[src/rtl/sld_pkg.sv]
// ---------------------------------------------------------------------------
// sld_pkg
// Shared types, register codes and the header scan for the sync/length
// deframer.
// ---------------------------------------------------------------------------
package sld_pkg;

  // Discard counter width; the result port shows the low 32 bits
  localparam int COUNT_WIDTH = 32;
  localparam int TOTAL_WIDTH = 32;

  // Configuration register indexes
  localparam int CFG_IDX_W = 3;
  localparam logic [CFG_IDX_W-1:0] REG_SYNC_FIRST   = 3'd0;
  localparam logic [CFG_IDX_W-1:0] REG_SYNC_SECOND  = 3'd1;
  localparam logic [CFG_IDX_W-1:0] REG_MIN_LENGTH   = 3'd2;
  localparam logic [CFG_IDX_W-1:0] REG_MAX_LENGTH   = 3'd3;
  localparam logic [CFG_IDX_W-1:0] REG_ACCEPT_LIMIT = 3'd4;

  // Register reset values
  localparam logic [7:0] RST_SYNC_FIRST   = 8'hA5;
  localparam logic [7:0] RST_SYNC_SECOND  = 8'h5A;
  localparam logic [7:0] RST_MIN_LENGTH   = 8'd1;
  localparam logic [7:0] RST_MAX_LENGTH   = 8'd255;
  localparam logic [7:0] RST_ACCEPT_LIMIT = 8'd255;

  // Frame phase codes
  localparam logic PH_HUNT    = 1'b0;
  localparam logic PH_PAYLOAD = 1'b1;

  typedef struct packed {
    logic [7:0] sync_first;
    logic [7:0] sync_second;
    logic [7:0] min_length;
    logic [7:0] max_length;
    logic [7:0] accept_limit;
  } cfg_t;

  // One result transaction
  typedef struct packed {
    logic       payload_valid;
    logic [7:0] payload_byte;
    logic       frame_last;
    logic [7:0] frame_length;
  } res_t;

  // Outcome of one header scan step
  typedef struct packed {
    logic       start;    // valid length found, frame begins
    logic [7:0] length;
    logic [1:0] fill;
    logic [7:0] win0;
    logic [7:0] win1;
    logic [1:0] disc;     // bytes thrown away by this step
  } hunt_t;

  // Append one byte to the header window and scan it. Each unsettled pass
  // removes at least one byte, so two passes always settle; a third is a spare.
  function automatic hunt_t hunt_step(logic [7:0] h0, logic [7:0] h1,
                                      logic [1:0] fill, logic [7:0] b, cfg_t c);
    logic [7:0] w [3];
    logic [1:0] n;
    logic [1:0] disc;
    logic       done;
    logic       hit;
    logic       pos;
    logic       keep;
    hunt_t      r;
    w[0] = h0;
    w[1] = h1;
    w[2] = 8'd0;
    n    = (fill > 2'd2) ? 2'd0 : fill;
    w[n] = b;
    n    = n + 2'd1;
    disc = 2'd0;
    done = 1'b0;
    r    = '0;
    for (int p = 0; p < 3; p++) begin
      if (!done) begin
        hit = 1'b0;
        pos = 1'b0;
        // lowest matching position wins
        if (n == 2'd3 && w[1] == c.sync_first && w[2] == c.sync_second) begin
          hit = 1'b1;
          pos = 1'b1;
        end
        if (n >= 2'd2 && w[0] == c.sync_first && w[1] == c.sync_second) begin
          hit = 1'b1;
          pos = 1'b0;
        end
        if (!hit) begin
          // no pair: drop all but a trailing first sync byte
          keep = (w[n - 2'd1] == c.sync_first);
          disc = disc + (n - {1'b0, keep});
          if (keep) begin
            w[0] = w[n - 2'd1];
          end
          n    = {1'b0, keep};
          done = 1'b1;
        end else begin
          if (pos) begin
            disc = disc + 2'd1;
            w[0] = w[1];
            w[1] = w[2];
            n    = 2'd2;
          end
          if (n < 2'd3) begin
            done = 1'b1;
          end else if (w[2] < c.min_length || w[2] > c.max_length) begin
            // bad length: drop one byte and rescan the rest
            disc = disc + 2'd1;
            w[0] = w[1];
            w[1] = w[2];
            n    = 2'd2;
          end else begin
            r.start  = 1'b1;
            r.length = w[2];
            n        = 2'd0;
            done     = 1'b1;
          end
        end
      end
    end
    r.fill = n;
    r.win0 = (n > 2'd0) ? w[0] : 8'd0;
    r.win1 = (n > 2'd1) ? w[1] : 8'd0;
    r.disc = disc;
    return r;
  endfunction

endpackage

[src/rtl/sld_cfg_regs.sv]
// ---------------------------------------------------------------------------
// sld_cfg_regs
// Configuration register bank: sync pair, length window and accept limit.
// ---------------------------------------------------------------------------
module sld_cfg_regs import sld_pkg::*; (
  input  logic                 clk_i,
  input  logic                 rst_ni,
  input  logic                 cfg_we_i,
  input  logic [CFG_IDX_W-1:0] cfg_index_i,
  input  logic [7:0]           cfg_data_i,
  output cfg_t                 cfg_o
);

  cfg_t cfg_q, cfg_d;

  // Decode the write; unknown indexes are ignored
  always_comb begin
    cfg_d = cfg_q;
    if (cfg_we_i) begin
      case (cfg_index_i)
        REG_SYNC_FIRST:   cfg_d.sync_first   = cfg_data_i;
        REG_SYNC_SECOND:  cfg_d.sync_second  = cfg_data_i;
        REG_MIN_LENGTH:   cfg_d.min_length   = cfg_data_i;
        REG_MAX_LENGTH:   cfg_d.max_length   = cfg_data_i;
        REG_ACCEPT_LIMIT: cfg_d.accept_limit = cfg_data_i;
        default:          cfg_d = cfg_q;
      endcase
    end
  end

  always_ff @(posedge clk_i or negedge rst_ni) begin
    if (!rst_ni) begin
      cfg_q.sync_first   <= RST_SYNC_FIRST;
      cfg_q.sync_second  <= RST_SYNC_SECOND;
      cfg_q.min_length   <= RST_MIN_LENGTH;
      cfg_q.max_length   <= RST_MAX_LENGTH;
      cfg_q.accept_limit <= RST_ACCEPT_LIMIT;
    end else begin
      cfg_q <= cfg_d;
    end
  end

  assign cfg_o = cfg_q;

endmodule

[src/rtl/sld_frame_fsm.sv]
// ---------------------------------------------------------------------------
// sld_frame_fsm
// Frame state: header hunt, payload countdown and discard counter. Takes one
// byte per step and produces that byte's result.
// ---------------------------------------------------------------------------
module sld_frame_fsm import sld_pkg::*; (
  input  logic                   clk_i,
  input  logic                   rst_ni,
  input  logic                   step_i,
  input  logic [7:0]             byte_i,
  input  cfg_t                   cfg_i,
  output res_t                   res_o,
  output logic [COUNT_WIDTH-1:0] discard_o
);

  logic                   phase_q, phase_d;
  logic [7:0]             win0_q, win0_d;
  logic [7:0]             win1_q, win1_d;
  logic [1:0]             fill_q, fill_d;
  logic [7:0]             left_q, left_d;
  logic [7:0]             len_q, len_d;
  logic                   supp_q, supp_d;
  logic [COUNT_WIDTH-1:0] disc_q, disc_d;
  hunt_t                  hunt;

  assign hunt = hunt_step(win0_q, win1_q, fill_q, byte_i, cfg_i);

  // Next state and result for the byte in the input register
  always_comb begin
    phase_d = phase_q;
    win0_d  = win0_q;
    win1_d  = win1_q;
    fill_d  = fill_q;
    left_d  = left_q;
    len_d   = len_q;
    supp_d  = supp_q;
    disc_d  = disc_q;
    res_o   = '0;
    if (phase_q == PH_PAYLOAD && left_q != 8'd0) begin
      // payload byte, never searched for sync
      if (!supp_q) begin
        res_o.payload_valid = 1'b1;
        res_o.payload_byte  = byte_i;
        res_o.frame_last    = (left_q == 8'd1);
        res_o.frame_length  = len_q;
      end
      left_d = left_q - 8'd1;
      if (left_q == 8'd1) begin
        phase_d = PH_HUNT;
        fill_d  = 2'd0;
        win0_d  = 8'd0;
        win1_d  = 8'd0;
      end
    end else begin
      phase_d = PH_HUNT;
      fill_d  = hunt.fill;
      win0_d  = hunt.win0;
      win1_d  = hunt.win1;
      disc_d  = disc_q + COUNT_WIDTH'(hunt.disc);
      if (hunt.start) begin
        len_d  = hunt.length;
        left_d = hunt.length;
        supp_d = (hunt.length > cfg_i.accept_limit);
        if (hunt.length != 8'd0) begin
          phase_d = PH_PAYLOAD;
        end
      end
    end
  end

  always_ff @(posedge clk_i or negedge rst_ni) begin
    if (!rst_ni) begin
      phase_q <= PH_HUNT;
      win0_q  <= '0;
      win1_q  <= '0;
      fill_q  <= '0;
      left_q  <= '0;
      len_q   <= '0;
      supp_q  <= 1'b0;
      disc_q  <= '0;
    end else if (step_i) begin
      phase_q <= phase_d;
      win0_q  <= win0_d;
      win1_q  <= win1_d;
      fill_q  <= fill_d;
      left_q  <= left_d;
      len_q   <= len_d;
      supp_q  <= supp_d;
      disc_q  <= disc_d;
    end
  end

  assign discard_o = disc_d;

endmodule

[src/rtl/sync_length_deframer.sv]
// ---------------------------------------------------------------------------
// sync_length_deframer
// Recovers sync-pair / length-prefixed frames from a received byte stream.
// ---------------------------------------------------------------------------
// Every accepted byte produces exactly one result transaction, via the input
// register and the header scan into the result register. One byte is taken
// every cycle unless the result side stalls; the header scan and frame state
// update between those two registers set that rate. Payload bytes of frames
// within accept_limit come out as they arrive, marked with frame_last on the
// final one; all other results carry zeros in the payload fields and only
// update discard_total. The user writes configuration through a plain write
// port only with no transaction in flight; the block does not enforce this.
module sync_length_deframer import sld_pkg::*; (
  input  logic                 clk_i,
  input  logic                 rst_ni,
  input  logic                 cfg_we_i,
  input  logic [CFG_IDX_W-1:0] cfg_index_i,
  input  logic [7:0]           cfg_data_i,
  input  logic                 in_valid_i,
  output logic                 in_ready_o,
  input  logic [7:0]           rx_byte_i,
  output logic                 out_valid_o,
  input  logic                 out_ready_i,
  output logic                 payload_valid_o,
  output logic [7:0]           payload_byte_o,
  output logic                 frame_last_o,
  output logic [7:0]           frame_length_o,
  output logic [31:0]          discard_total_o
);

  cfg_t                   cfg;
  res_t                   res;
  logic [COUNT_WIDTH-1:0] discard;
  logic                   in_vld_q;
  logic [7:0]             in_byte_q;
  logic                   out_vld_q;
  res_t                   out_res_q;
  logic [TOTAL_WIDTH-1:0] out_total_q;
  logic                   step;

  sld_cfg_regs u_cfg (
    .clk_i       (clk_i),
    .rst_ni      (rst_ni),
    .cfg_we_i    (cfg_we_i),
    .cfg_index_i (cfg_index_i),
    .cfg_data_i  (cfg_data_i),
    .cfg_o       (cfg)
  );

  // Byte moves from input register to result register when the result slot
  // is free or being drained this cycle
  assign step       = in_vld_q && (!out_vld_q || out_ready_i);
  assign in_ready_o = !in_vld_q || step;

  sld_frame_fsm u_fsm (
    .clk_i     (clk_i),
    .rst_ni    (rst_ni),
    .step_i    (step),
    .byte_i    (in_byte_q),
    .cfg_i     (cfg),
    .res_o     (res),
    .discard_o (discard)
  );

  // Input register
  always_ff @(posedge clk_i or negedge rst_ni) begin
    if (!rst_ni) begin
      in_vld_q <= 1'b0;
    end else if (in_ready_o) begin
      in_vld_q <= in_valid_i;
    end
  end

  always_ff @(posedge clk_i) begin
    if (in_valid_i && in_ready_o) begin
      in_byte_q <= rx_byte_i;
    end
  end

  // Result register
  always_ff @(posedge clk_i or negedge rst_ni) begin
    if (!rst_ni) begin
      out_vld_q <= 1'b0;
    end else if (step) begin
      out_vld_q <= 1'b1;
    end else if (out_ready_i) begin
      out_vld_q <= 1'b0;
    end
  end

  always_ff @(posedge clk_i) begin
    if (step) begin
      out_res_q   <= res;
      out_total_q <= TOTAL_WIDTH'(discard);
    end
  end

  assign out_valid_o     = out_vld_q;
  assign payload_valid_o = out_res_q.payload_valid;
  assign payload_byte_o  = out_res_q.payload_byte;
  assign frame_last_o    = out_res_q.frame_last;
  assign frame_length_o  = out_res_q.frame_length;
  assign discard_total_o = out_total_q;

endmodule

[config.mk]
export PLATFORM = sky130hd
export DESIGN_NAME = sync_length_deframer
export DESIGN_NICKNAME = d
export VERILOG_FILES = /design/src/rtl/sld_pkg.sv /design/src/rtl/sld_cfg_regs.sv /design/src/rtl/sld_frame_fsm.sv /design/src/rtl/sync_length_deframer.sv
export SDC_FILE = /design/constraint.sdc
export NUM_CORES = 1
export LEC_CHECK = 0
export ABC_AREA = 1
export BUFFER_PORTS_ARGS = -buffer_cell sky130_fd_sc_hd__buf_2
export CAP_MARGIN = 20
export CORE_UTILIZATION = 58
export CTS_CLUSTER_SIZE = 12
export DETAILED_ROUTE_END_ITERATION = 7
export PLACE_DENSITY = 0.77
export RECOVER_POWER = 25
export SLEW_MARGIN = 15
export SYNTH_ARGS = -nofsm -noshare
export SYNTH_HDL_FRONTEND = slang
export SYNTH_HIERARCHICAL = 1
export SYNTH_SLANG_ARGS = --single-unit
[constraint.sdc]
create_clock -name clk_i -period 12.8 [get_ports clk_i]
set_input_delay 1.28 -clock clk_i [delete_from_list [all_inputs] [get_ports clk_i]]
set_output_delay 1.28 -clock clk_i [all_outputs]
set_load 0.01 [all_outputs]
# Word-level counts from Yosys, hierarchy flattened

Cells that the tools add are included.

Bits in registers: 168
Input port bits: 24
Output and inout port bits: 52
Word-level logic and storage cells: 232

Add/sub/neg operators: 16
$lt $le $gt $ge: 17
Equal/unequal tests: 22
Muxes and demuxes: 116
Bitwise logic cells: 5
Reductions and logical operators: 35

Operator list:

| operator                                                  | count |
|---|---|
| two-way mux 8 bit                                         | 23 |
| two-way mux 16 bit                                        | 11 |
| equality test 8 bit                                       | 13 |
| two-way mux 9 bit                                         | 11 |
| two-way mux 2 bit                                         | 38 |
| binary-select mux 8 bit (select 2 bit)                    | 3 |
| adder 32 x 2 -> 32 bit                                    | 1 |
| two-way mux 32 bit                                        | 1 |
| two-way mux 1 bit                                         | 26 |
| bitwise mux 24 bit                                        | 1 |
| two-way mux 18 bit                                        | 1 |
| demux 8 bit (select 2 bit)                                | 1 |
| > comparator 8 bit                                        | 2 |
| logical AND 1 bit                                         | 16 |
| nonzero test 8 bit                                        | 2 |
| AND reduction 2 bit                                       | 7 |
| adder 2 x 1 -> 2 bit (second input constant)              | 6 |
| greater-or-equal comparator 3 bit (second input constant) | 4 |
| NOT 2 -> 3 bit                                            | 4 |
| equality test 8 x 1 -> 1 bit (second input constant)      | 1 |
| less-than comparator 8 bit                                | 1 |
| subtractor 8 x 1 -> 8 bit (second input constant)         | 1 |
| equality test 2 bit (second input constant)               | 3 |
| equality test 3 x 2 -> 1 bit (second input constant)      | 2 |
| 18 further kinds                                          | 32 |

# Longest topological paths before layout

Gate-level depths: netlist (run 1).

Word-level depth: 48
Gate-level depth with buffers: 57
Gate-level depth less buffers: 53

# Hierarchy

The synthesis (run 1) kept the hierarchy.

By module, submodules not included:

| module               | instances | cells each | area each (um^2) | sequential area each (um^2) |
|---|---|---|---|---|
| sld_frame_fsm        | 1         | 1,469      | 8,567.0          | 1,701.6 |
| sync_length_deframer | 1         | 70         | 1,836.8          | 1,791.7 |
| sld_cfg_regs         | 1         | 182        | 1,689.1          | 1,032.2 |

# Least setup slack after synthesis (run 1)

OpenSTA, ideal clock, no wires.

Kind: flip-flop to flip-flop
From: reg u_fsm.fill_q[1]
To: reg u_fsm.disc_q[26]
Library setup time: 83 ps
Arrival time: 7,053 ps
Data required time: 12,717 ps
Path slack: 5,664 ps
Cell stages (with the launch flop): 57
Path buffers: 5
Clock period less this slack: 7,136 ps
Cells stage by stage: dfrtp_1 inv_1 ha_1 buf_4 inv_4 buf_6 nand2_4 nand2_2 nand2_1 nand2_1 nor2_1 nand3b_2 nor2_8 a21oi_4 inv_4 buf_6 nand2_1 nand2_4 (+21 left out) nand2_1 fa_1 nand2_1 nor3_1 nand2_1 nor2_1 nand3_1 nor2_1 nand3_1 nor3_1 nand4_1 nor3_1 nand4_1 nor2_1 nand3_1 a21oi_1 nand2_1 o21ai_0

Cells in the longest elaborated chain, start to end: 47
Elaborated cells on any way between the ends: 139
Classes of those cells: add/sub (15); order compare (11); eq/ne (16); mux (79); bitwise (4); reduce/logical (14)

RTL lines:

| element                                                                                    | RTL line                   | text |
|---|---|---|
| from (decl)                                                                                | sld_frame_fsm.sv:19        | `logic [1:0] fill_q, fill_d;` |
| from (signal assigned)                                                                     | sld_frame_fsm.sv:85        | `fill_q <= fill_d;` |
| > comparator 2 bit                                                                         | sld_pkg.sv:72              | `n = (fill > 2'd2) ? 2'd0 : fill;` |
| two-way mux 2 bit (*)                                                                      | sld_pkg.sv:72              |  |
| parallel branches: the longest is 42 deep, another holds greater-or-equal comparator 3 bit | n/a                        |  |
| two-way mux 2 bit (*)                                                                      | sld_pkg.sv:79              | `if (!done) begin` |
| adder 32 x 2 -> 32 bit (*)                                                                 | sld_frame_fsm.sv:59        | `disc_d = disc_q + COUNT_WIDTH'(hunt.disc);` |
| two-way mux 32 bit (*)                                                                     | sld_frame_fsm.sv:39        | `if (phase_q == PH_PAYLOAD && left_q != 8'd0) begin` |
| named net discard[26]                                                                      | sync_length_deframer.sv:33 | `logic [COUNT_WIDTH-1:0] discard;` |
| to (signal assigned)                                                                       | sld_frame_fsm.sv:89        | `disc_q <= disc_d;` |
| to (decl)                                                                                  | sld_frame_fsm.sv:23        | `logic [COUNT_WIDTH-1:0] disc_q, disc_d;` |

Mark *: on every way through the listed nets, which the timed path passes. The select of a mux whose other input is x is not followed.
A chain may end at the register's enable or synchronous reset.

# Worst setup path in the final report (run 1)

From: reg u_fsm.fill_q[0]
To: reg u_fsm.disc_q[26]

Same word-level chain as after synthesis.

==> results of run 1 <==
==> cell usage after synthesis, types with 9 or more instances <==
| library cell | number | area, µm² |
|---|---|---|
| nand2_1 | 622 | 2330 |
| buf_6 | 12 | 135 |
| nand2_2 | 32 | 200 |
| buf_2 | 14 | 70.1 |
| nor2_2 | 9 | 56.3 |
| buf_4 | 11 | 82.6 |
| inv_1 | 165 | 619 |
| nand4_1 | 12 | 75.1 |
| o211ai_1 | 9 | 67.6 |
| clkbuf_1 | 16 | 60.1 |
| nand3_2 | 12 | 120 |
| edfxtp_1 | 58 | 1740 |
| nand3_1 | 274 | 1370 |
| nor3_1 | 12 | 60.1 |
| inv_2 | 13 | 48.8 |
| a21oi_1 | 27 | 135 |
| nor2_1 | 109 | 409 |
| xor2_1 | 34 | 298 |
| dfstp_2 | 25 | 657 |
| ha_1 | 32 | 400 |
| o22ai_1 | 10 | 62.6 |
| nor2_4 | 10 | 113 |
| dfrtp_1 | 85 | 2130 |
| o21ai_0 | 59 | 295 |
==> layer usage <==
| metal | GRT usage | routed length [µm] | up-vias |
|---|---|---|---|
| li1 | - | - | 5626 |
| met1 | 0.527 | 16200 | 5608 |
| met2 | 0.565 | 17600 | 699 |
| met3 | 0.0872 | 4450 | 156 |
| met4 | 0.201 | 2190 | 0 |
| met5 | 0 | 0 | - |
==> how the worst max path moves through the flow <==
stage                                startpoint                           end  slack (ns)  depth (start not counted)
finish              u_fsm/fill_q[0]$_DFFE_PN0P_  u_fsm/disc_q[26]$_DFFE_PN0P_        1.70                         47
global route        u_fsm/fill_q[0]$_DFFE_PN0P_  u_fsm/disc_q[26]$_DFFE_PN0P_        0.81                         47
CTS                 u_fsm/fill_q[0]$_DFFE_PN0P_  u_fsm/disc_q[28]$_DFFE_PN0P_        2.13                         46
detailed placement  u_fsm/fill_q[0]$_DFFE_PN0P_  u_fsm/disc_q[26]$_DFFE_PN0P_        2.20                         49
global placement    u_fsm/fill_q[0]$_DFFE_PN0P_  u_fsm/disc_q[26]$_DFFE_PN0P_        2.52                         49
floorplan           u_fsm/fill_q[1]$_DFFE_PN0P_  u_fsm/disc_q[26]$_DFFE_PN0P_        5.66                         56
==> flip-flops by register name, summed over array words and instances, names as in the netlist, 2 cells and up <==
signal           count
discard_total_o     32
frame_length_o       8
in_byte_q            8
payload_byte_o       8
u_cfg/cfg_o         40
u_fsm/disc_q        32
u_fsm/fill_q         2
u_fsm/left_q         8
u_fsm/len_q          8
u_fsm/win0_q         8
u_fsm/win1_q         8
==> through the flow <==
stage	total power [mW]	util	area, µm²	setup WS [ns]
6_report	1.49	0.639	13000	1.70
5_1_grt	1.55	0.639	13000	0.806
4_1_cts	1.49	0.641	13100	2.13
3_5_place_dp	0.989	0.613	12500	2.20
3_3_place_gp	0.983	0.613	12500	2.52
2_1_floorplan	0.876	-	12100	5.66
==> power groups by stage <==
stage | logic [mW] | registers [mW] | clock network, mW
final | 0.319 | 0.672 | 0.496
after global routing | 0.353 | 0.676 | 0.524
after CTS | 0.312 | 0.669 | 0.504
after detailed placement | 0.310 | 0.679 | 0
after global placement | 0.306 | 0.677 | 0
after floorplan | 0.216 | 0.660 | 0
==> kinds of logic after synthesis <==
group	count (synthesis)	synth area share
and+or+nand+nor	1116	0.415
AOI/OAI and AO/OA	123	0.0581
adders and majority gates	33	0.0348
xor gates and xnor gates	39	0.0282
buffers and inverters	242	0.0896
DFF	168	0.374
==> final cells by class <==
| type | count | share of cell area |
|---|---|---|
| Inverter | 186 | 0.0548 |
| Multi-Input combinational cell | 1311 | 0.496 |
| Sequential cell | 168 | 0.348 |
| Clock inverter | 15 | 0.0116 |
| Clock buffer | 17 | 0.0327 |
| Tap cell | 270 | 0.0260 |
| Timing Repair Buffer | 80 | 0.0314 |
==> worst reg2reg max path, delay by kind of cell, from the launching register on <==
kind / cells / cell delay [ns]
and+or+nand+nor: 27 / 6.08
adders and majority gates: 6 / 2.26
buffers and inverters: 5 / 1.13
AOI/OAI and AO/OA: 7 / 0.90
DFF: 1 / 0.39
xor gates and xnor gates: 2 / 0.32
==> layout by cell type, fill, tap and decap left out, drive strengths merged, types with 8 or more instances in the layout <==
cell type    n
dfrtp       85
dfstp       25
xor2        34
nor3        12
ha          32
o21ai       61
edfxtp      58
clkbuf      20
nor2       132
a21oi       29
inv        191
nand3      288
nand2      662
o22ai       10
o211ai       9
buf         77
nand4       12
clkinv       8
==> reports/metrics.csv, run 1 <==
metric;value;unit
Critical R2R Capture;u_fsm/disc_q[26]$_DFFE_PN0P_;
largest net degree at the start of global routing;101;
Tot GR Track Use;0.383;
Clock power frac;0.333;
Detailed Place HPWL;30.0;mm
register clock-pin slew on the reported worst setup and hold paths;0.07;ns
status;finished, violations left;
DRC Markers;4;
R2R setup slack;1.70;ns
Layout area overhead;7.64;%
WP data arrival;11.44;ns
Post-CTS Setup Bufs;0;
Hold Path Sink;u_cfg/cfg_o[2]$_DFFE_PN1P_;
final hold violations;0;
fmax;90.1;MHz
worst r2r src;u_fsm/fill_q[0]$_DFFE_PN0P_;
number of flops mapped to enable cells by yosys;58;
Worst path max stage delay;0.84;ns
R2R depth;47;
worst slew pin tran;2.59;ns
Setup crit end kind;register;
CP bufs+invs;5;
Hold Crit Class;register to register;
IO Count;76;
Inst Count DP;2015;
Worst EP required;13.13;ns
ys flop type;dfrtp_1;
worst skew pair latency;0.43;ns
CTS tree;built;
sequential share of the synthesized area;0.374;
vias;12089;
Core Area;0.0204;mm²
Psw;512;µW
cells after synthesis;1721;
failing checks;DRC, capacitance limit, slew limit;
# clock sinks;168;
maxcap violations;2;
DR pass1 iterations;8;
die area;0.0214;mm²
CP top delay family;simple AND/OR/NAND/NOR gates;
hold_sp;u_cfg/cfg_o[2]$_DFFE_PN1P_;
critical path type;register to register;
Mean Syn Cell Area;7.03;µm²
Post-Syn Nets;1778;
Slew Viols, Final;80;
register area;0.00453;mm²
switching fraction of total power;0.344;
RSZ-0062 raised after global routing;false;
initial core utilization;0.594;
skew final;0.0251;ns
cell mode on critical path;nand2_1;
Initial DRC Count;1499;
Net count, final;1821;
share of cells above drive strength 1;0.128;
Yosys reg bits;168;
cts repair resizes;0;
DR WL/cell;19.8;µm
vias in the first global route;11041;
multi-input logic area;0.00645;mm²
sequential power share;0.452;
hold path depth;2;
vias per cell;5.91;
final setup vio count;0;
CTS Buf Count;17;
FFs w/ async S/R, synth;0.655;
setup TNS;0;ns
number of synthesis warnings;6;
leakage;6.66;nW
Diodes inserted;0;
num rows;52;
PwrDens;114;mW/mm²
Post-Layout Cell Count;2047;
FILL cells;1886;
Yosys cell types;50;
routability cong.;1.08;
Rel. slew slack;-0.730;
GRT overflow;0;
Logic pwr share;0.215;
final hold slack;0.469;ns
total wire length;40.4;mm
Crit Path Max Fanout;17;
first-pass GRT wire length;62.3;mm
Die W;146;µm
Die Height;146;µm
antenna violations before repair;0;
ANT nets after route;0;
Root Driver;clkbuf_16;
CP max-delay cell;ha_1;
Max Buffers Root-to-Sink;2;
mapped cell area;0.0121;mm²
IO buf count;75;
# hold bufs at CTS;0;
Internal Power;974;µW
post-route minimum period;11.10;ns
H-tree depth;4;
type of origin of the critical path;register;
final period utilization;0.867;
Worst VDD drop;0.0000981;V
Note: power is estimated with default switching activity, not from simulation.
==> inputs of run 2 (changes only) <==
--- a/config.mk
+++ b/config.mk
@@ -8,10 +8,10 @@
 export ABC_AREA = 1
 export BUFFER_PORTS_ARGS = -buffer_cell sky130_fd_sc_hd__buf_2
 export CAP_MARGIN = 20
-export CORE_UTILIZATION = 58
+export CORE_UTILIZATION = 50
 export CTS_CLUSTER_SIZE = 12
 export DETAILED_ROUTE_END_ITERATION = 7
-export PLACE_DENSITY = 0.77
+export PLACE_DENSITY = 0.68
 export RECOVER_POWER = 25
 export SLEW_MARGIN = 15
 export SYNTH_ARGS = -nofsm -noshare
==> constraint.sdc (replaced) <==
create_clock -name clk_i -period 11.5 [get_ports clk_i]
set_input_delay 1.15 -clock clk_i [delete_from_list [all_inputs] [get_ports clk_i]]
set_output_delay 1.15 -clock clk_i [all_outputs]
set_load 0.01 [all_outputs]
==> run 2 against run 1 <==
Net effect:
- the flow finishes with violations (capacitance limit, slew limit)
- clock power increased by 16%
- global-route usage decreased by 2.7 points
- first-iteration DRC count decreased by 7.1%
- routed wire length increased by 6.6%
- flip-flop and latch count unchanged
- sequential power increased by 11%
- setup slack got worse by 0.69 ns
- sequential share of layout area decreased by 0.19 points
- power increased by 13%
- largest cell class unchanged
==> reports/metrics.csv, run 2 (synthesized netlist as in run 1, its figures left out) <==
metric;value;unit;change
CP bufs+invs;7;;+2
Tot GR Track Use;0.357;;-0.0266
Max Buffers Root-to-Sink;2;;unchanged
Die Height;158;µm;+7.6%
hold path depth;2;;unchanged
PwrDens;129;mW/mm²;+13%
Diodes inserted;0;;unchanged
worst skew pair latency;0.43;ns;about the same
share of cells above drive strength 1;0.125;;-0.00232
antenna violations before repair;0;;unchanged
Worst VDD drop;0.0000950;V;-3.2%
DR WL/cell;20.6;µm;+4.1%
Detailed Place HPWL;32.4;mm;+7.8%
final period utilization;0.912;;+0.0448
die area;0.0248;mm²;+16%
cell mode on critical path;nand2_1;;
DP Worst Slack;1.44;ns;-0.758 ns
R2R setup slack;1.01;ns;-0.69 ns
Die W;158;µm;+7.6%
met2 Use GR;0.546;;-0.0189
status;finished, violations left;;
leading cell type in the layout, fill and taps excluded;nand2_1;;
CTS Buf Count;17;;unchanged
total wire length;43.1;mm;+6.6%
Design Power;1.68;mW;+13%
type of origin of the critical path;register;;
register clock-pin slew on the reported worst setup and hold paths;0.07;ns;about the same
GRT Max-Usage Layer;met2;;
Util after Layout;0.554;;-0.0849
DRC Markers;0;;-4
failing checks;capacitance limit, slew limit;;
multi-input logic area;0.00644;mm²;-0.16%
worst r2r src;u_fsm/fill_q[0]$_DFFE_PN0P_;;
Initial DRC Count;1393;;-7.1%
# hold bufs at CTS;0;;unchanged
leakage;6.67;nW;about the same
Setup crit end kind;register;;
fmax;95.3;MHz;+5.8%
Worst path max stage delay;0.70;ns;-0.14 ns
Core Area;0.0236;mm²;+16%
Hold Crit Class;register to register;;
IO buf count;75;;unchanged
Post-Layout Cell Count;2097;;+2.4%
Root Driver;clkbuf_16;;
vias;11934;;-1.3%
Inst Count DP;2065;;+2.5%
Hold Path Sink;u_cfg/cfg_o[5]$_DFFE_PN1P_;;
first-pass GRT wire length;64.4;mm;+3.3%
GRT overflow;0;;unchanged
most frequent cells in the layout;nand2_1, nand3_1, inv_1;;
R2R depth;52;;+11%
worst slew pin tran;2.14;ns;-0.454 ns
routability cong.;1.02;;-6.1%
cts repair resizes;0;;unchanged
Layout area overhead;8.23;%;
DR pass1 iterations;6;;-2
hold_sp;u_cfg/cfg_o[5]$_DFFE_PN1P_;;
Crit Path Max Fanout;26;;+9
CP top delay family;simple AND/OR/NAND/NOR gates;;
vias in the first global route;10766;;-2.5%
Slew Viols, Final;69;;-14%
Worst EP required;11.84;ns;-1.29 ns
skew final;0.0194;ns;-0.00569 ns
final setup vio count;0;;unchanged
CP max-delay cell;ha_1;;
IO Count;76;;unchanged
# clock sinks;168;;unchanged
register area;0.00453;mm²;unchanged
post-route minimum period;10.49;ns;-0.612 ns
Critical R2R Capture;u_fsm/disc_q[26]$_DFFE_PN0P_;;
max FFs per register;40;;unchanged
critical path type;register to register;;
RSZ-0062 raised after global routing;false;;
vias per cell;5.69;;-3.6%
final hold violations;0;;unchanged
final worst setup slack;1.01;ns;-0.688 ns
maxcap violations;2;;unchanged
Rel. slew slack;-0.427;;+0.303
CTS tree;built;;
FILL cells;2339;;+24%
setup TNS;0;ns;unchanged
H-tree depth;4;;unchanged
num rows;56;;+7.7%
Net count, final;1822;;+0.055%
ANT nets after route;0;;unchanged
largest net degree at the start of global routing;101;;unchanged
WP data arrival;10.83;ns;-0.61 ns
grt met1 use;0.501;;-0.0259
M3 GR Usage;0.0727;;-0.0145
initial core utilization;0.512;;-0.0817
Post-CTS Setup Bufs;0;;unchanged
==> run 2: area by class of cell <==
type                            count  area share
Clock inverter                     15      0.0128
Multi-Input combinational cell   1311       0.492
Timing Repair Buffer               81      0.0315
Inverter                          186      0.0545
Sequential cell                   168       0.346
Tap cell                          319      0.0305
Clock buffer                       17      0.0325
==> run 2: where the power goes <==
group          switching [mW]  internal, mW
Sequential             0.0573         0.689
Combinational           0.254         0.107
Clock                   0.251         0.326
==> run 2: through the flow <==
step | cell area (µm²) | hold WS (ns)
3_5_place_dp | 12600 | 0.456
5_1_grt | 13100 | 0.482
4_1_cts | 13100 | 0.467
2_1_floorplan | 12100 | 0.437
3_3_place_gp | 12600 | 0.452
6_report | 13100 | 0.466
==> run 2: worst min-delay path: cells and delay by family, from the launching register on <==
family	cells	cell delay (ns)
DFF	1	0.37
and+or+nand+nor	2	0.10
==> run 2: worst max-delay path by stage <==
stage,start,end,depth (start not counted)
3_5_place_dp,u_fsm/fill_q[0]$_DFFE_PN0P_,u_fsm/disc_q[30]$_DFFE_PN0P_,51
6_report,u_fsm/fill_q[0]$_DFFE_PN0P_,u_fsm/disc_q[26]$_DFFE_PN0P_,52
3_3_place_gp,u_fsm/fill_q[0]$_DFFE_PN0P_,u_fsm/disc_q[30]$_DFFE_PN0P_,51
4_1_cts,u_fsm/fill_q[0]$_DFFE_PN0P_,u_fsm/disc_q[30]$_DFFE_PN0P_,51
2_1_floorplan,u_fsm/fill_q[1]$_DFFE_PN0P_,u_fsm/disc_q[26]$_DFFE_PN0P_,56
5_1_grt,u_fsm/fill_q[0]$_DFFE_PN0P_,u_fsm/disc_q[26]$_DFFE_PN0P_,52
==> run 2: metal layers <==
metal  part of all wire  wire, µm
met1               0.44     18900
met2               0.44     18800
met3              0.094      4070
met4              0.031      1330
met5                  0         0
==> inputs of run 3 (changes only) <==
--- a/config.mk
+++ b/config.mk
@@ -8,10 +8,12 @@
 export ABC_AREA = 1
 export BUFFER_PORTS_ARGS = -buffer_cell sky130_fd_sc_hd__buf_2
 export CAP_MARGIN = 20
-export CORE_UTILIZATION = 50
+export CELL_PAD_IN_SITES_DETAIL_PLACEMENT = 0
+export CELL_PAD_IN_SITES_GLOBAL_PLACEMENT = 1
+export CORE_UTILIZATION = 45
 export CTS_CLUSTER_SIZE = 12
 export DETAILED_ROUTE_END_ITERATION = 7
-export PLACE_DENSITY = 0.68
+export PLACE_DENSITY_LB_ADDON = 0.1
 export RECOVER_POWER = 25
 export SLEW_MARGIN = 15
 export SYNTH_ARGS = -nofsm -noshare
==> run 3 against run 2 <==
Net effect:
- the run ends with DRC, capacitance limit, slew limit left
- via count is 0.83% lower
- critical path depth is 2 lower
- fmax is 0.82% higher
- flip-flop and latch count stayed put
- die area is 11% higher
- clock power is 3.6% higher
- register-to-register slack better by 0.09 ns
- critical path type unchanged
- critical endpoint unchanged
- largest cell class unchanged
- largest power group unchanged
==> reports/metrics.csv, run 3 (synthesized netlist as in run 1, its figures left out) <==
metric;value;unit;change
status;finished, violations left;;
failing checks;DRC, capacitance limit, slew limit;;
Die W;166;µm;+5.3%
total wire length;43.6;mm;+1.1%
num rows;59;;+5.4%
met2 Use GR;0.476;;-0.0701
Tot GR Track Use;0.320;;-0.0370
Util after Layout;0.501;;-0.0537
IO buf count;75;;unchanged
ANT nets after route;0;;unchanged
Diodes inserted;0;;unchanged
worst skew pair latency;0.44;ns;about the same
final hold slack;0.473;ns;+0.00627 ns
DR WL/cell;20.6;µm;+0.34%
type of origin of the critical path;register;;
Detailed Place HPWL;32.7;mm;+1.1%
vias per cell;5.60;;-1.5%
Setup crit end kind;register;;
maxcap violations;2;;unchanged
grt met1 use;0.459;;-0.0416
Crit Path Max Fanout;26;;unchanged
Layout area overhead;8.47;%;
largest net degree at the start of global routing;89;;-12%
Worst EP required;11.85;ns;about the same
Rel. slew slack;-0.484;;-0.0572
register clock-pin slew on the reported worst setup and hold paths;0.08;ns;about the same
M3 GR Usage;0.0543;;-0.0183
antenna violations before repair;0;;unchanged
Max Buffers Root-to-Sink;2;;unchanged
GRT Max-Usage Layer;met2;;
post-route minimum period;10.40;ns;-0.0856 ns
WP data arrival;10.75;ns;-0.08 ns
most frequent cells in the layout;nand2_1, nand3_1, inv_1;;
vias in the first global route;10963;;+1.8%
leading cell type in the layout, fill and taps excluded;nand2_1;;
R2R depth;50;;-3.8%
Slew Viols, Final;70;;+1.4%
vias;11835;;-0.83%
CTS tree;built;;
# clock sinks;168;;unchanged
final hold violations;0;;unchanged
Worst path max stage delay;0.71;ns;about the same
worst slew pin tran;2.23;ns;+0.0858 ns
PwrDens;130;mW/mm²;+0.83%
Initial DRC Count;1366;;-1.9%
skew final;0.0213;ns;+0.00196 ns
DRC Markers;5;;+5
Worst VDD drop;0.0000809;V;-15%
max FFs per register;40;;unchanged
routability cong.;0.997;;-2.0%
# hold bufs at CTS;0;;unchanged
RSZ-0062 raised after global routing;false;;
setup TNS;0;ns;unchanged
Net count, final;1821;;-0.055%
IO Count;76;;unchanged
DR pass1 iterations;7;;+1
Core Area;0.0262;mm²;+11%
CP max-delay cell;ha_1;;
FILL cells;2676;;+14%
hold path depth;2;;unchanged
share of cells above drive strength 1;0.127;;+0.00176
critical path type;register to register;;
fmax;96.1;MHz;+0.82%
Hold Crit Class;register to register;;
H-tree depth;4;;unchanged
leakage;6.68;nW;+0.19%
CTS Buf Count;17;;unchanged
GRT overflow;0;;unchanged
die area;0.0275;mm²;+11%
final setup vio count;0;;unchanged
initial core utilization;0.461;;-0.0507
Root Driver;clkbuf_16;;
first-pass GRT wire length;66.1;mm;+2.8%
final period utilization;0.905;;-0.00744
Die Height;166;µm;+5.3%
cell mode on critical path;nand2_1;;
==> run 3: cell count changes in the layout (fill, tap and decap cells not counted), moves of 2 or more <==
cell and delta:
buf_2 +3, clkinv_2 -3, clkbuf_1 -2, clkinvlp_4 -2
inv_8 +2
==> run 3: final cells by class <==
class,count,area (µm²),share of cell area
clock buffers,19,454,0.0346
flip-flops and latches,168,4530,0.345
inverters,186,713,0.0544
clock inverters,13,153,0.0116
multi-input cells,1311,6440,0.491
well taps,335,419,0.0320
repair buffers,80,409,0.0312
==> run 3: worst paths after layout <==
check	slack, ns	startpoint	end
max	1.10	u_fsm/fill_q[1]$_DFFE_PN0P_	u_fsm/disc_q[26]$_DFFE_PN0P_
min	0.47	u_cfg/cfg_o[10]$_DFFE_PN1P_	u_cfg/cfg_o[10]$_DFFE_PN1P_
max reg2reg	1.10	u_fsm/fill_q[1]$_DFFE_PN0P_	u_fsm/disc_q[26]$_DFFE_PN0P_
min reg2reg	0.47	u_cfg/cfg_o[10]$_DFFE_PN1P_	u_cfg/cfg_o[10]$_DFFE_PN1P_
max in group asynchronous	8.24	rst_ni	u_cfg/cfg_o[22]$_DFFE_PN0P_
min in group asynchronous	1.36	rst_ni	u_fsm/disc_q[28]$_DFFE_PN0P_
==> run 3: stage by stage <==
step                      instances  worst slack (ns)  power, mW  area, µm²
after detailed placement       2080              1.15       1.11      12600
after CTS                      2112              1.12       1.72      13200
final                          2112              1.10       1.70      13100
after floorplan                1721              4.36      0.975      12100
after global routing           2112            0.0452       1.78      13100
after global placement         2080              1.26       1.11      12600
==> run 3: metal layers <==
layer / vias up / share of wire
met4: 0 / 0.038
met5: - / 0
met1: 5570 / 0.46
met2: 531 / 0.43
met3: 95 / 0.073
li1: 5639 / -
==> run 3: where the power goes <==
part / leakage (nW) / internal, mW / total (mW) / switching (mW)
Combinational: 4.43 / 0.108 / 0.361 / 0.254
Sequential: 1.95 / 0.689 / 0.743 / 0.0540
Clock: 0.301 / 0.324 / 0.598 / 0.274
Total: 6.68 / 1.12 / 1.70 / 0.582
==> run 3: timing repair <==
item,4_1_cts,5_1_grt
setup buffers,0,0
endpoints found under the setup margin,0,4
resized for setup,0,2
==> run 3: worst max-delay path, delay by kind of cell (launching register included) <==
family	cells	cell delay [ns]
simple gates	31	5.49
buf+inv	6	1.07
compound gates	6	1.28
flops	1	0.40
xor+xnor	2	0.33
fa+ha+maj	5	1.69
